`src/sv/atc_pkg.sv`:
```
// ============================================================================
// AFSK tone correlator package
// Shared widths, output limits, tone frequencies and the controller's
// state and command types.
// ============================================================================
`default_nettype none

package atc_pkg;

	// Width of one audio sample and of one reference table entry.
	localparam int SampleW = 16;
	localparam int RefW    = 16;

	// Width and limits of one correlation result.
	localparam int SumW   = 21;
	localparam int SumMax = 1048575;
	localparam int SumMin = -1048576;

	// Right shift that rescales a Q15 product sum.
	localparam int SumShift = 15;

	// Mark and space tone frequencies in hertz.
	localparam int unsigned MarkFreq  = 1200;
	localparam int unsigned SpaceFreq = 2200;

	// Controller states.
	typedef enum logic [1:0] {
		ST_IDLE,
		ST_RUN,
		ST_EMIT
	} atc_state_t;

	// Commands from the controller to the datapath.
	typedef struct packed {
		logic load;
		logic step;
		logic emit;
	} atc_cmd_t;

	// Status from the datapath to the controller.
	typedef struct packed {
		logic last_tap;
	} atc_status_t;

endpackage

`default_nettype wire

```
`src/sv/atc_sample_if.sv`:
```
// ============================================================================
// AFSK tone correlator sample channel
// Valid/ready channel that carries one signed audio sample per item.
// ============================================================================
`default_nettype none

interface atc_sample_if;
	logic                               valid;
	logic                               ready;
	logic signed [atc_pkg::SampleW-1:0] sample;

	modport source(output valid, output sample, input ready);
	modport sink(input valid, input sample, output ready);
endinterface

`default_nettype wire

```
`src/sv/atc_result_if.sv`:
```
// ============================================================================
// AFSK tone correlator result channel
// Valid/ready channel that carries the four correlation sums of one item.
// ============================================================================
`default_nettype none

interface atc_result_if;
	logic                            valid;
	logic                            ready;
	logic signed [atc_pkg::SumW-1:0] mark_cos_sum;
	logic signed [atc_pkg::SumW-1:0] mark_sin_sum;
	logic signed [atc_pkg::SumW-1:0] space_cos_sum;
	logic signed [atc_pkg::SumW-1:0] space_sin_sum;

	modport source(output valid, output mark_cos_sum, output mark_sin_sum,
		output space_cos_sum, output space_sin_sum, input ready);
	modport sink(input valid, input mark_cos_sum, input mark_sin_sum,
		input space_cos_sum, input space_sin_sum, output ready);
endinterface

`default_nettype wire

```
`src/sv/afsk_tone_correlator_unit.sv`:
```
// ============================================================================
// AFSK tone correlator unit
// Correlates a one-bit window of audio samples against mark and space
// cosine and sine references and returns four saturated sums per sample.
// ============================================================================
//
//  Channel   Direction  Payload                                  Per item
//  samples   in         sample (16b signed)                      one sample
//  results   out        mark_cos/sin_sum, space_cos/sin_sum      four 21b sums
//                       (21b signed each)
//
// An item runs in steps: the cycle in which it is accepted writes the sample,
// one cycle per window tap runs the four-lane multiply-accumulate, and the
// emit state then loads the output register once that register is free.
// A new item is accepted only while idle, after the last one has emitted.
// A stalled sink holds the output register; the next item still runs, then
// waits for the register to empty. Reset clears the window and write pointer.
// ============================================================================
`default_nettype none

module afsk_tone_correlator_unit #(
	parameter int WINDOW   = 8,
	parameter int BIT_RATE = 1200
) (
	input  wire           clk,
	input  wire           arst_n,
	atc_sample_if.sink    samples,
	atc_result_if.source  results
);

	atc_pkg::atc_cmd_t    cmd;
	atc_pkg::atc_status_t status;

	atc_ctrl u_ctrl (
		.clk       (clk),
		.arst_n    (arst_n),
		.in_valid  (samples.valid),
		.in_ready  (samples.ready),
		.out_valid (results.valid),
		.out_ready (results.ready),
		.status    (status),
		.cmd       (cmd)
	);

	atc_datapath #(
		.WINDOW   (WINDOW),
		.BIT_RATE (BIT_RATE)
	) u_datapath (
		.clk           (clk),
		.arst_n        (arst_n),
		.sample        (samples.sample),
		.cmd           (cmd),
		.status        (status),
		.mark_cos_sum  (results.mark_cos_sum),
		.mark_sin_sum  (results.mark_sin_sum),
		.space_cos_sum (results.space_cos_sum),
		.space_sin_sum (results.space_sin_sum)
	);

endmodule

`default_nettype wire

```
`src/sv/atc_ctrl.sv`:
```
// ============================================================================
// AFSK tone correlator controller
// Sequences one item: sample write, one window tap per cycle, then the
// hand-off of the finished sums into the output register.
// ============================================================================
`default_nettype none

module atc_ctrl (
	input  wire                  clk,
	input  wire                  arst_n,
	input  wire                  in_valid,
	output logic                 in_ready,
	output logic                 out_valid,
	input  wire                  out_ready,
	input  atc_pkg::atc_status_t status,
	output atc_pkg::atc_cmd_t    cmd
);

	atc_pkg::atc_state_t state_q;
	atc_pkg::atc_state_t state_next;
	logic                out_valid_q;

	// State register and output valid flag.
	always_ff @(posedge clk or negedge arst_n) begin
		if (!arst_n) begin
			state_q     <= atc_pkg::ST_IDLE;
			out_valid_q <= 1'b0;
		end else begin
			state_q <= state_next;
			if (cmd.emit) begin
				out_valid_q <= 1'b1;
			end else if (out_ready) begin
				out_valid_q <= 1'b0;
			end
		end
	end

	// Next state and commands.
	always_comb begin
		state_next = state_q;
		cmd        = '0;
		in_ready   = 1'b0;
		case (state_q)
			atc_pkg::ST_IDLE: begin
				in_ready = 1'b1;
				if (in_valid) begin
					cmd.load   = 1'b1;
					state_next = atc_pkg::ST_RUN;
				end
			end
			atc_pkg::ST_RUN: begin
				cmd.step = 1'b1;
				if (status.last_tap) begin
					state_next = atc_pkg::ST_EMIT;
				end
			end
			atc_pkg::ST_EMIT: begin
				// The output register is free, or is being emptied this cycle.
				if (!out_valid_q || out_ready) begin
					cmd.emit   = 1'b1;
					state_next = atc_pkg::ST_IDLE;
				end
			end
			default: begin
				state_next = atc_pkg::ST_IDLE;
			end
		endcase
	end

	assign out_valid = out_valid_q;

endmodule

`default_nettype wire

```
`src/sv/atc_datapath.sv`:
```
// ============================================================================
// AFSK tone correlator datapath
// Sample window, reference tables, four multiply-accumulate lanes and the
// saturating output register.
// ============================================================================
`default_nettype none

module atc_datapath #(
	parameter int WINDOW   = 8,
	parameter int BIT_RATE = 1200
) (
	input  wire                                clk,
	input  wire                                arst_n,
	input  wire signed [atc_pkg::SampleW-1:0]  sample,
	input  atc_pkg::atc_cmd_t                  cmd,
	output atc_pkg::atc_status_t               status,
	output logic signed [atc_pkg::SumW-1:0]    mark_cos_sum,
	output logic signed [atc_pkg::SumW-1:0]    mark_sin_sum,
	output logic signed [atc_pkg::SumW-1:0]    space_cos_sum,
	output logic signed [atc_pkg::SumW-1:0]    space_sin_sum
);

	localparam int PtrW  = $clog2(WINDOW);
	localparam int ProdW = atc_pkg::SampleW + atc_pkg::RefW;
	localparam int AccW  = ProdW + PtrW;
	localparam int ShW   = AccW - atc_pkg::SumShift;
	localparam int CmpW  = (ShW > atc_pkg::SumW) ? ShW : atc_pkg::SumW;

	localparam logic [PtrW-1:0] LastIdx = PtrW'(WINDOW - 1);

	localparam logic signed [CmpW-1:0] SatHi = CmpW'(atc_pkg::SumMax);
	localparam logic signed [CmpW-1:0] SatLo = CmpW'(atc_pkg::SumMin);

	// Phase constants for the reference tables.
	localparam longint unsigned Den       = longint'(WINDOW) * longint'(BIT_RATE);
	localparam longint unsigned HalfPiQ30 = 64'd1686629713;
	localparam longint unsigned OneQ30    = 64'd1 << 30;

	// Rounds a Q30 magnitude to Q15, clamped to [0, 32767].
	function automatic longint unsigned q30_to_q15(input longint v);
		longint unsigned m;
		if (v < 0) begin
			m = 0;
		end else begin
			m = (longint'(v) + 64'd16384) >> 15;
		end
		if (m > 64'd32767) begin
			m = 64'd32767;
		end
		return m;
	endfunction

	// One Q1.15 reference entry, evaluated at elaboration with truncated
	// Q30 Taylor series of seven terms for sine and cosine.
	function automatic logic signed [atc_pkg::RefW-1:0] ref_entry(
		input int unsigned idx,
		input int unsigned freq,
		input bit          want_cos
	);
		longint unsigned p;
		longint unsigned t;
		longint unsigned r;
		longint unsigned x;
		longint unsigned x2;
		longint unsigned term;
		longint unsigned quad;
		longint          ss;
		longint          cc;
		longint          sm;
		longint          cm;
		longint          sv;
		longint          cv;
		p    = (longint'(idx) * longint'(freq)) % Den;
		t    = (p << 32) / Den;
		quad = (t >> 30) & 64'd3;
		r    = t & (OneQ30 - 64'd1);
		x    = (r * HalfPiQ30) >> 30;
		x2   = (x * x) >> 30;

		// Sine series.
		ss   = longint'(x);
		term = ((x * x2) >> 30) / 6;
		ss   = ss - longint'(term);
		term = ((term * x2) >> 30) / 20;
		ss   = ss + longint'(term);
		term = ((term * x2) >> 30) / 42;
		ss   = ss - longint'(term);
		term = ((term * x2) >> 30) / 72;
		ss   = ss + longint'(term);
		term = ((term * x2) >> 30) / 110;
		ss   = ss - longint'(term);
		term = ((term * x2) >> 30) / 156;
		ss   = ss + longint'(term);

		// Cosine series.
		cc   = longint'(OneQ30);
		term = ((OneQ30 * x2) >> 30) / 2;
		cc   = cc - longint'(term);
		term = ((term * x2) >> 30) / 12;
		cc   = cc + longint'(term);
		term = ((term * x2) >> 30) / 30;
		cc   = cc - longint'(term);
		term = ((term * x2) >> 30) / 56;
		cc   = cc + longint'(term);
		term = ((term * x2) >> 30) / 90;
		cc   = cc - longint'(term);
		term = ((term * x2) >> 30) / 132;
		cc   = cc + longint'(term);

		sm = longint'(q30_to_q15(ss));
		cm = longint'(q30_to_q15(cc));
		case (quad)
			64'd0: begin
				sv = sm;
				cv = cm;
			end
			64'd1: begin
				sv = cm;
				cv = -sm;
			end
			64'd2: begin
				sv = -sm;
				cv = -cm;
			end
			default: begin
				sv = -cm;
				cv = sm;
			end
		endcase
		return want_cos ? atc_pkg::RefW'(cv) : atc_pkg::RefW'(sv);
	endfunction

	// Saturates a shifted sum to the output range.
	function automatic logic signed [atc_pkg::SumW-1:0] saturate(
		input logic signed [AccW-1:0] acc
	);
		logic signed [ShW-1:0]  sh;
		logic signed [CmpW-1:0] wide;
		sh   = ShW'(acc >>> atc_pkg::SumShift);
		wide = CmpW'(sh);
		if (wide > SatHi) begin
			wide = SatHi;
		end else if (wide < SatLo) begin
			wide = SatLo;
		end
		return atc_pkg::SumW'(wide);
	endfunction

	// Reference tables, one constant entry per window tap.
	logic signed [atc_pkg::RefW-1:0] mark_cos_rom  [WINDOW];
	logic signed [atc_pkg::RefW-1:0] mark_sin_rom  [WINDOW];
	logic signed [atc_pkg::RefW-1:0] space_cos_rom [WINDOW];
	logic signed [atc_pkg::RefW-1:0] space_sin_rom [WINDOW];

	for (genvar g = 0; g < WINDOW; g++) begin : g_rom
		localparam logic signed [atc_pkg::RefW-1:0] Mc =
			ref_entry(g, atc_pkg::MarkFreq, 1'b1);
		localparam logic signed [atc_pkg::RefW-1:0] Ms =
			ref_entry(g, atc_pkg::MarkFreq, 1'b0);
		localparam logic signed [atc_pkg::RefW-1:0] Sc =
			ref_entry(g, atc_pkg::SpaceFreq, 1'b1);
		localparam logic signed [atc_pkg::RefW-1:0] Ss =
			ref_entry(g, atc_pkg::SpaceFreq, 1'b0);
		assign mark_cos_rom[g]  = Mc;
		assign mark_sin_rom[g]  = Ms;
		assign space_cos_rom[g] = Sc;
		assign space_sin_rom[g] = Ss;
	end

	logic signed [atc_pkg::SampleW-1:0] window_q [WINDOW];
	logic [PtrW-1:0]                    wr_ptr_q;
	logic [PtrW-1:0]                    rd_ptr_q;
	logic [PtrW-1:0]                    tap_q;
	logic [PtrW-1:0]                    wr_ptr_inc;
	logic [PtrW-1:0]                    rd_ptr_inc;
	logic signed [AccW-1:0]             mc_acc_q;
	logic signed [AccW-1:0]             ms_acc_q;
	logic signed [AccW-1:0]             sc_acc_q;
	logic signed [AccW-1:0]             ss_acc_q;
	logic signed [atc_pkg::SampleW-1:0] tap_sample;
	logic signed [ProdW-1:0]            mc_prod;
	logic signed [ProdW-1:0]            ms_prod;
	logic signed [ProdW-1:0]            sc_prod;
	logic signed [ProdW-1:0]            ss_prod;

	// Circular pointer increments.
	assign wr_ptr_inc = (wr_ptr_q == LastIdx) ? '0 : wr_ptr_q + 1'b1;
	assign rd_ptr_inc = (rd_ptr_q == LastIdx) ? '0 : rd_ptr_q + 1'b1;

	// Sample window and write pointer, cleared at reset.
	always_ff @(posedge clk or negedge arst_n) begin
		if (!arst_n) begin
			for (int i = 0; i < WINDOW; i++) begin
				window_q[i] <= '0;
			end
			wr_ptr_q <= '0;
		end else if (cmd.load) begin
			window_q[wr_ptr_q] <= sample;
			wr_ptr_q           <= wr_ptr_inc;
		end
	end

	// Read pointer and tap counter; the read starts at the oldest sample.
	always_ff @(posedge clk or negedge arst_n) begin
		if (!arst_n) begin
			rd_ptr_q <= '0;
			tap_q    <= '0;
		end else if (cmd.load) begin
			rd_ptr_q <= wr_ptr_inc;
			tap_q    <= '0;
		end else if (cmd.step) begin
			rd_ptr_q <= rd_ptr_inc;
			tap_q    <= tap_q + 1'b1;
		end
	end

	assign status.last_tap = (tap_q == LastIdx);

	// One tap of all four correlations.
	assign tap_sample = window_q[rd_ptr_q];
	assign mc_prod    = ProdW'(tap_sample) * ProdW'(mark_cos_rom[tap_q]);
	assign ms_prod    = ProdW'(tap_sample) * ProdW'(mark_sin_rom[tap_q]);
	assign sc_prod    = ProdW'(tap_sample) * ProdW'(space_cos_rom[tap_q]);
	assign ss_prod    = ProdW'(tap_sample) * ProdW'(space_sin_rom[tap_q]);

	// Accumulators.
	always_ff @(posedge clk) begin
		if (cmd.load) begin
			mc_acc_q <= '0;
			ms_acc_q <= '0;
			sc_acc_q <= '0;
			ss_acc_q <= '0;
		end else if (cmd.step) begin
			mc_acc_q <= mc_acc_q + AccW'(mc_prod);
			ms_acc_q <= ms_acc_q + AccW'(ms_prod);
			sc_acc_q <= sc_acc_q + AccW'(sc_prod);
			ss_acc_q <= ss_acc_q + AccW'(ss_prod);
		end
	end

	// Output register, loaded with the scaled and saturated sums.
	always_ff @(posedge clk) begin
		if (cmd.emit) begin
			mark_cos_sum  <= saturate(mc_acc_q);
			mark_sin_sum  <= saturate(ms_acc_q);
			space_cos_sum <= saturate(sc_acc_q);
			space_sin_sum <= saturate(ss_acc_q);
		end
	end

endmodule

`default_nettype wire

```
`src/flat_wrapper.sv`:
```
// flat-port wrapper written by rule: the top's interface ports become plain ports
module afsk_tone_correlator_unit_flat 
#(
	parameter int WINDOW   = 8,
	parameter int BIT_RATE = 1200
)
  (clk, arst_n, samples_valid, samples_sample, samples_ready, results_valid, results_mark_cos_sum, results_mark_sin_sum, results_space_cos_sum, results_space_sin_sum, results_ready);
  atc_sample_if samples_i ();
  atc_result_if results_i ();
  input  wire clk;
  input  wire arst_n;
  input wire logic [$bits(samples_i.valid)-1:0] samples_valid;
  input wire logic [$bits(samples_i.sample)-1:0] samples_sample;
  output wire logic [$bits(samples_i.ready)-1:0] samples_ready;
  output wire logic [$bits(results_i.valid)-1:0] results_valid;
  output wire logic [$bits(results_i.mark_cos_sum)-1:0] results_mark_cos_sum;
  output wire logic [$bits(results_i.mark_sin_sum)-1:0] results_mark_sin_sum;
  output wire logic [$bits(results_i.space_cos_sum)-1:0] results_space_cos_sum;
  output wire logic [$bits(results_i.space_sin_sum)-1:0] results_space_sin_sum;
  input wire logic [$bits(results_i.ready)-1:0] results_ready;
  assign samples_i.valid = samples_valid;
  assign samples_i.sample = samples_sample;
  assign samples_ready = samples_i.ready;
  assign results_valid = results_i.valid;
  assign results_mark_cos_sum = results_i.mark_cos_sum;
  assign results_mark_sin_sum = results_i.mark_sin_sum;
  assign results_space_cos_sum = results_i.space_cos_sum;
  assign results_space_sin_sum = results_i.space_sin_sum;
  assign results_i.ready = results_ready;
  afsk_tone_correlator_unit #(.WINDOW(WINDOW), .BIT_RATE(BIT_RATE)) u_core (.clk(clk), .arst_n(arst_n), .samples(samples_i), .results(results_i));
endmodule
```
`config.mk`:
```
export PLATFORM = sky130hd
export DESIGN_NAME = afsk_tone_correlator_unit_flat
export DESIGN_NICKNAME = d
export VERILOG_FILES = /design/src/sv/atc_pkg.sv /design/src/sv/atc_sample_if.sv /design/src/sv/atc_result_if.sv /design/src/sv/afsk_tone_correlator_unit.sv /design/src/sv/atc_ctrl.sv /design/src/sv/atc_datapath.sv /design/src/flat_wrapper.sv
export SDC_FILE = /design/constraint.sdc
export NUM_CORES = 2
export LEC_CHECK = 0
export BUFFER_PORTS_ARGS = -buffer_cell sky130_fd_sc_hd__buf_2
export CORE_MARGIN = 2
export CORE_UTILIZATION = 60
export CTS_CLUSTER_DIAMETER = 30
export CTS_CLUSTER_SIZE = 28
export DETAILED_ROUTE_END_ITERATION = 12
export HOLD_SLACK_MARGIN = 0.06
export PLACE_DENSITY = 0.79
export RECOVER_POWER = 100
export SLEW_MARGIN = 20
export SYNTH_ARGS = -nofsm -noshare
export SYNTH_HDL_FRONTEND = slang
export SYNTH_SLANG_ARGS = --single-unit
```
`constraint.sdc`:
```
create_clock -name clk -period 14.3 [get_ports clk]
set_input_delay 0.715 -clock clk [delete_from_list [all_inputs] [get_ports clk]]
set_output_delay 0.715 -clock clk [all_outputs]
set_load 0.005 [all_outputs]
```
* Word level (Yosys, flattened, before mapping)
Memories as Yosys holds them, arrays and structs flattened.
Index checks and enable logic that the tools add are counted.
** Word-level totals
- Register bits after elaboration :: 364
- ROM bits :: 512
- Input bits :: 20
- Output and inout bits :: 86
- Logic and storage cells :: 102
- Memories kept :: 4
** Memories
- (name not given) :: words 8, bits a word 16, rd ports 1, clocked after Yosys merged registers in 0, write ports 0, line atc_datapath.sv:224 : assign ss_prod = ProdW'(tap_sample) * ProdW'(space_sin_rom[tap_q]);
- (name not given) :: words 8, bits a word 16, rd ports 1, clocked after Yosys merged registers in 0, write ports 0, line atc_datapath.sv:223 : assign sc_prod = ProdW'(tap_sample) * ProdW'(space_cos_rom[tap_q]);
- (name not given) :: words 8, bits a word 16, rd ports 1, clocked after Yosys merged registers in 0, write ports 0, line atc_datapath.sv:222 : assign ms_prod = ProdW'(tap_sample) * ProdW'(mark_sin_rom[tap_q]);
- (name not given) :: words 8, bits a word 16, rd ports 1, clocked after Yosys merged registers in 0, write ports 0, line atc_datapath.sv:221 : assign mc_prod = ProdW'(tap_sample) * ProdW'(mark_cos_rom[tap_q]);
** Cells by class
- Add/subtract/negate cells :: 7
- $mul :: 4
- $lt $le $gt $ge :: 12
- Equal/unequal tests :: 8
- Multiplexer cells :: 36
- Bitwise operators :: 3
- Reductions and logical operators :: 7
** Operators with widths (number)
- two-way mux 16 bit :: 11
- adder 35 x 32 -> 35 bit :: 4
- bitwise mux 128 bit :: 1
- multiplier 16 x 16 -> 32 bit :: 4
- > comparator 20 x 21 -> 1 bit, second input constant :: 4
- less-than comparator 20 x 21 -> 1 bit, second input constant :: 4
- two-way mux 21 bit :: 4
- binary-select mux 16 bit (select 3 bit) :: 1
- demux 16 bit (select 3 bit) :: 1
- two-way mux 3 bit :: 6
- greater-or-equal comparator 4 bit, second input constant :: 3
- inverter 3 -> 4 bit :: 3
- adder 3 x 1 -> 3 bit, second input constant :: 3
- == test 3 bit, second input constant :: 3
- two-way mux 1 bit :: 8
- two-way mux 2 bit :: 3
- one-hot mux 2 bit (3 select lines) :: 1
- less-than comparator 4 x 1 -> 1 bit, second input constant :: 1
- inequality test 2 bit, second input constant :: 2
- nonzero test 2 bit :: 2
- AND reduction 3 bit :: 1
- == test 2 x 1 -> 1 bit, second input constant :: 1
- == test 2 bit, second input constant :: 1
- logical NOT 2 bit :: 1
- other kinds (4) :: 4

* Depth between registers and ports, before layout
- Depth in word-level cells :: 6
- Mapped depth :: 32
- Gate-level depth less buffers :: 28

* By module
Synthesis repeated with hierarchy kept, for this count alone.
** Unflattened totals
- Cell total of the unflattened synthesis :: 5810
- Area total of the unflattened synthesis :: 57356.3 sq um
** Modules (own cells, without submodules)
- atc_datapath :: times used 1, cells an instance 5795, area each 57202.4 sq um, seq. area each 8753.4 sq um
- atc_ctrl :: times used 1, cells an instance 15, area each 153.9 sq um, seq. area each 75.1 sq um

* Worst setup path before layout
Ideal clock, no wire load.
- Kind :: reg-to-reg
- From :: register u_core.u_datapath.tap_q[1]
- To :: register u_core.u_datapath.mc_acc_q[33]
- Library setup time :: 0.127 ns
- Arrival time :: 8.002 ns
- Data required time :: 14.173 ns
- Path slack :: 6.172 ns
- Cell stages (with the launch flop) :: 29
- Path buffers :: 3
- Period minus slack after synthesis :: 8.128 ns
- Cell sequence :: dfrtp_1 > inv_1 > clkbuf_1 > clkbuf_1 > ha_1 > nand2_1 > o21ai_1 > nor2_1 > inv_2 > fa_1 > fa_1 > fa_1 > inv_1 > fa_1 > fa_1 > inv_1 > fa_1 > inv_1 > ha_1 > clkbuf_1 > a211o_1 > a21oi_1 > a21oi_1 > a211o_1 > o211ai_1 > nand3_1 > a21oi_1 > xor2_1 > o21ai_1
** Between the ends
- Word-level cells in the longest chain between the ends :: 6
** Ends and longest elaborated chain
- start: declaration :: line atc_datapath.sv:173 : logic [PtrW-1:0] tap_q;
- start signal: assignment :: line atc_datapath.sv:213 : tap_q <= tap_q + 1'b1;
- inverter 3 -> 4 bit (not written as such) :: line atc_datapath.sv:221
- memory read (8 x 16 bit)
- two-way mux 16 bit (not written as such) (2 in a row) :: line atc_datapath.sv:221
- multiplier 16 x 16 -> 32 bit :: line atc_datapath.sv:221
- adder 35 x 32 -> 35 bit :: line atc_datapath.sv:234 : mc_acc_q <= mc_acc_q + AccW'(mc_prod);
- end signal: assignment :: line atc_datapath.sv:234
- end: declaration :: line atc_datapath.sv:176 : logic signed [AccW-1:0] mc_acc_q;
Every way passes these cells. The select of a mux whose other input is x is not followed.
A chain may end at the register's enable or synchronous reset.

* Worst setup path after layout
- From :: register u_core.u_datapath.rd_ptr_q[0]
- To :: register u_core.u_datapath.sc_acc_q[34]
** Between the ends
- Word-level cells in the longest chain between the ends :: 6
** Ends and longest elaborated chain
- start: declaration :: line atc_datapath.sv:172 : logic [PtrW-1:0] rd_ptr_q;
- start signal: assignment :: line atc_datapath.sv:209 : rd_ptr_q <= wr_ptr_inc;
- start signal: assignment :: line atc_datapath.sv:212 : rd_ptr_q <= rd_ptr_inc;
- inverter 3 -> 4 bit (not written as such) :: line atc_datapath.sv:220 : assign tap_sample = window_q[rd_ptr_q];
- binary-select mux 16 bit (select 3 bit) :: line atc_datapath.sv:220
- two-way mux 16 bit (not written as such) (2 in a row) :: line atc_datapath.sv:220
- multiplier 16 x 16 -> 32 bit :: line atc_datapath.sv:223
- adder 35 x 32 -> 35 bit :: line atc_datapath.sv:236 : sc_acc_q <= sc_acc_q + AccW'(sc_prod);
- end signal: assignment :: line atc_datapath.sv:236
- end: declaration :: line atc_datapath.sv:178 : logic signed [AccW-1:0] sc_acc_q;
Every way passes these cells. The select of a mux whose other input is x is not followed.

==> metrics.txt <==
FMAX 86.1 MHz; CTS H-Tree Depth 3; Die Y 312 um; Tmin final 11.61 ns; Worst Path Required 14.86 ns; clk_lat worst skew 0.72 ns; Root Driver clkbuf_16; worst hold path depth 2; via count 40.1k; io pins 106; largest net degree at the start of global routing 85; CP bufs+invs 8; initial core utilization 60.4%; Fin Setup TNS 0 ns; most frequently used flop master after synthesis dfxtp_1; Max Clock Skew 0.0693 ns; DRT iter0 DRCs 3179; commonest non-fill, non-tap cell in the layout inv_1; most frequent cells in the layout inv_1 (1417), fa_1 (1161), ha_1 (483), nand2_1 (470), nor2_1 (410); CTS tree built; final hold vios 0; Gate Count Post-Synth 5800; status finished, violations left; r2r worst-path depth 27; critical path's largest stage delay 1.89 ns; Worst Tran Pin Value 4.68 ns; count of cell types in the netlist 75; max_slew headroom -212%; CTS resizes 0; crit path kind reg -> reg; multi-input logic area 42000 sq um; worst min-delay path category in -> reg; Slew Viols, Final 483; TritonRoute pass-1 iters 8; synthesized flop and latch total 364; Critical Path Start Type flip-flop; Max clock buf depth 3; GRT overflow 0; CP Capture Type flip-flop; row count 113; number of buffers added on ports 105; syn avg cell area 9.84 sq um; Total Routing Usage GR 31.3%; period utilization 81.2%; die area 97700 sq um; first-pass GRT wire length 237000 um; CP Depth 27; warnings from Yosys 0; count of flip-flops with a built-in enable after synthesis 84; unrepaired setup endpoints after global routing no; failing checks capacitance limit, slew limit; final wirelength 145000 um; total CTS buffers 87; Worst EP arrival 12.17 ns; CTS clk-pin slew, worst paths 0.05 ns; Area Growth Syn to Fin 8.30%; share of layout cells above drive strength 1 8.26%; CP delay by family, top buffers and inverters; Core Footprint 94600 sq um; Post-DRT Antenna Nets 0; post-synthesis cell area 57100 sq um; Final HPWL DP 110000 um; CP max-delay cell clkbuf_1; vias in the first global route 44.1k; register area 8830 sq um; ys async rst share 38.5%; initial antenna violation count 2; endpoints failing setup 0; nets@finish 7452; # clock sinks 364; post-synthesis sequential area ratio 15.5%; fin worst setup slack 2.69 ns; Syn Nets 7464; DIE WIDTH 312 um; Avg WL per Cell 20.4 um; DRC Markers 0; Fill cells 7171; RePlAce Congestion 0.966; drt via density 5.62; Setup Slack @ Placement 4.84 ns; Crit Path Max Fanout 31; Max-Cap Viols 12
[final cells by class]
type                    instances  area share (%)
well taps                    1265            2.56
inverters                    1441            8.75
clock buffers                 101            3.74
flip-flops and latches        364            14.3
diodes                          3          0.0121
repair buffers                163            1.40
clock inverters                62            1.38
multi-input cells            3731            67.9
[synthesized netlist by cell type (93+ instances only)]
cell / n / area share (%)
o21ai_0: 102 / 0.89
fa_1: 1161 / 41
xnor2_1: 126 / 1.9
dfrtp_1: 140 / 6.1
inv_1: 1416 / 9.3
a21oi_1: 133 / 1.2
nand2_1: 471 / 3.1
ha_1: 483 / 11
dfxtp_1: 140 / 4.9
nor2_1: 411 / 2.7
mux2_2: 146 / 2.9
clkbuf_1: 234 / 1.5
o21ai_1: 93 / 0.82
[metal layers]
metal / vias to the layer above / part of all wire [%] / track usage [%]
li1: 17600 / - / -
met4: 0 / 5.8 / 15.6
met3: 560 / 10 / 7.50
met2: 1828 / 47 / 50.5
met5: - / 0 / 0
met1: 20100 / 37 / 39.9
[repair_timing]
item / 4_1_cts / 5_1_grt
hold buffers: 1 / 0
setup buffers: 0 / 0
endpoints found under the hold margin: 56 / 0
setup endpoints to repair: 0 / 0
[logic make-up after synthesis]
group / count (synthesis) / share of synthesized area (%)
mux: 198 / 4.49
fa+ha+maj: 1644 / 51.3
compound gates: 580 / 6.36
xor+xnor: 189 / 2.90
buf+inv: 1705 / 11.2
simple gates: 1120 / 8.27
flops: 364 / 15.5
[path summary, 6_finish.rpt]
check                                          startpoint                           endpoint  slack [ns]
setup / recovery            u_core.u_datapath.rd_ptr_q[0]     u_core.u_datapath.sc_acc_q[34]        2.69
hold reg to reg            u_core.u_datapath.mc_acc_q[15]  u_core.u_datapath.mark_cos_sum[0]        0.45
min in group asynchronous                          arst_n     u_core.u_datapath.window_q[82]        1.58
max in group asynchronous                          arst_n      u_core.u_datapath.rd_ptr_q[2]        6.70
hold / removal                         samples_sample[13]     u_core.u_datapath.window_q[13]        0.34
setup reg to reg            u_core.u_datapath.rd_ptr_q[0]     u_core.u_datapath.sc_acc_q[34]        2.69
[state kept, by name, summed over array words and instances, names as in the netlist]
name and count:
u_core.u_datapath.window_q 128, u_core.u_datapath.mark_sin_sum 21, u_core.u_datapath.wr_ptr_q 3, u_core.u_datapath.ms_acc_q 35, u_core.u_ctrl.state_q 2, u_core.u_datapath.sc_acc_q 35, u_core.u_datapath.rd_ptr_q 3, u_core.u_ctrl.out_valid 1
u_core.u_datapath.space_cos_sum 21, u_core.u_datapath.mc_acc_q 35, u_core.u_datapath.ss_acc_q 35, u_core.u_datapath.space_sin_sum 21, u_core.u_datapath.mark_cos_sum 21, u_core.u_datapath.tap_q 3
[per-stage QoR]
stage	hold WS (ns)	instance area, sq um	util [%]	cells
after floorplan	0.419	57100	-	5800
after global placement	0.441	58800	62.2	6962
after detailed placement	0.442	58800	62.2	6963
after CTS	0.312	62000	65.5	7127
after global routing	0.352	61800	65.4	7129
final	0.337	61800	65.4	7130
Power is not shown: default switching activity piles up to over one toggle a cycle in this logic, so the estimate is an artifact.
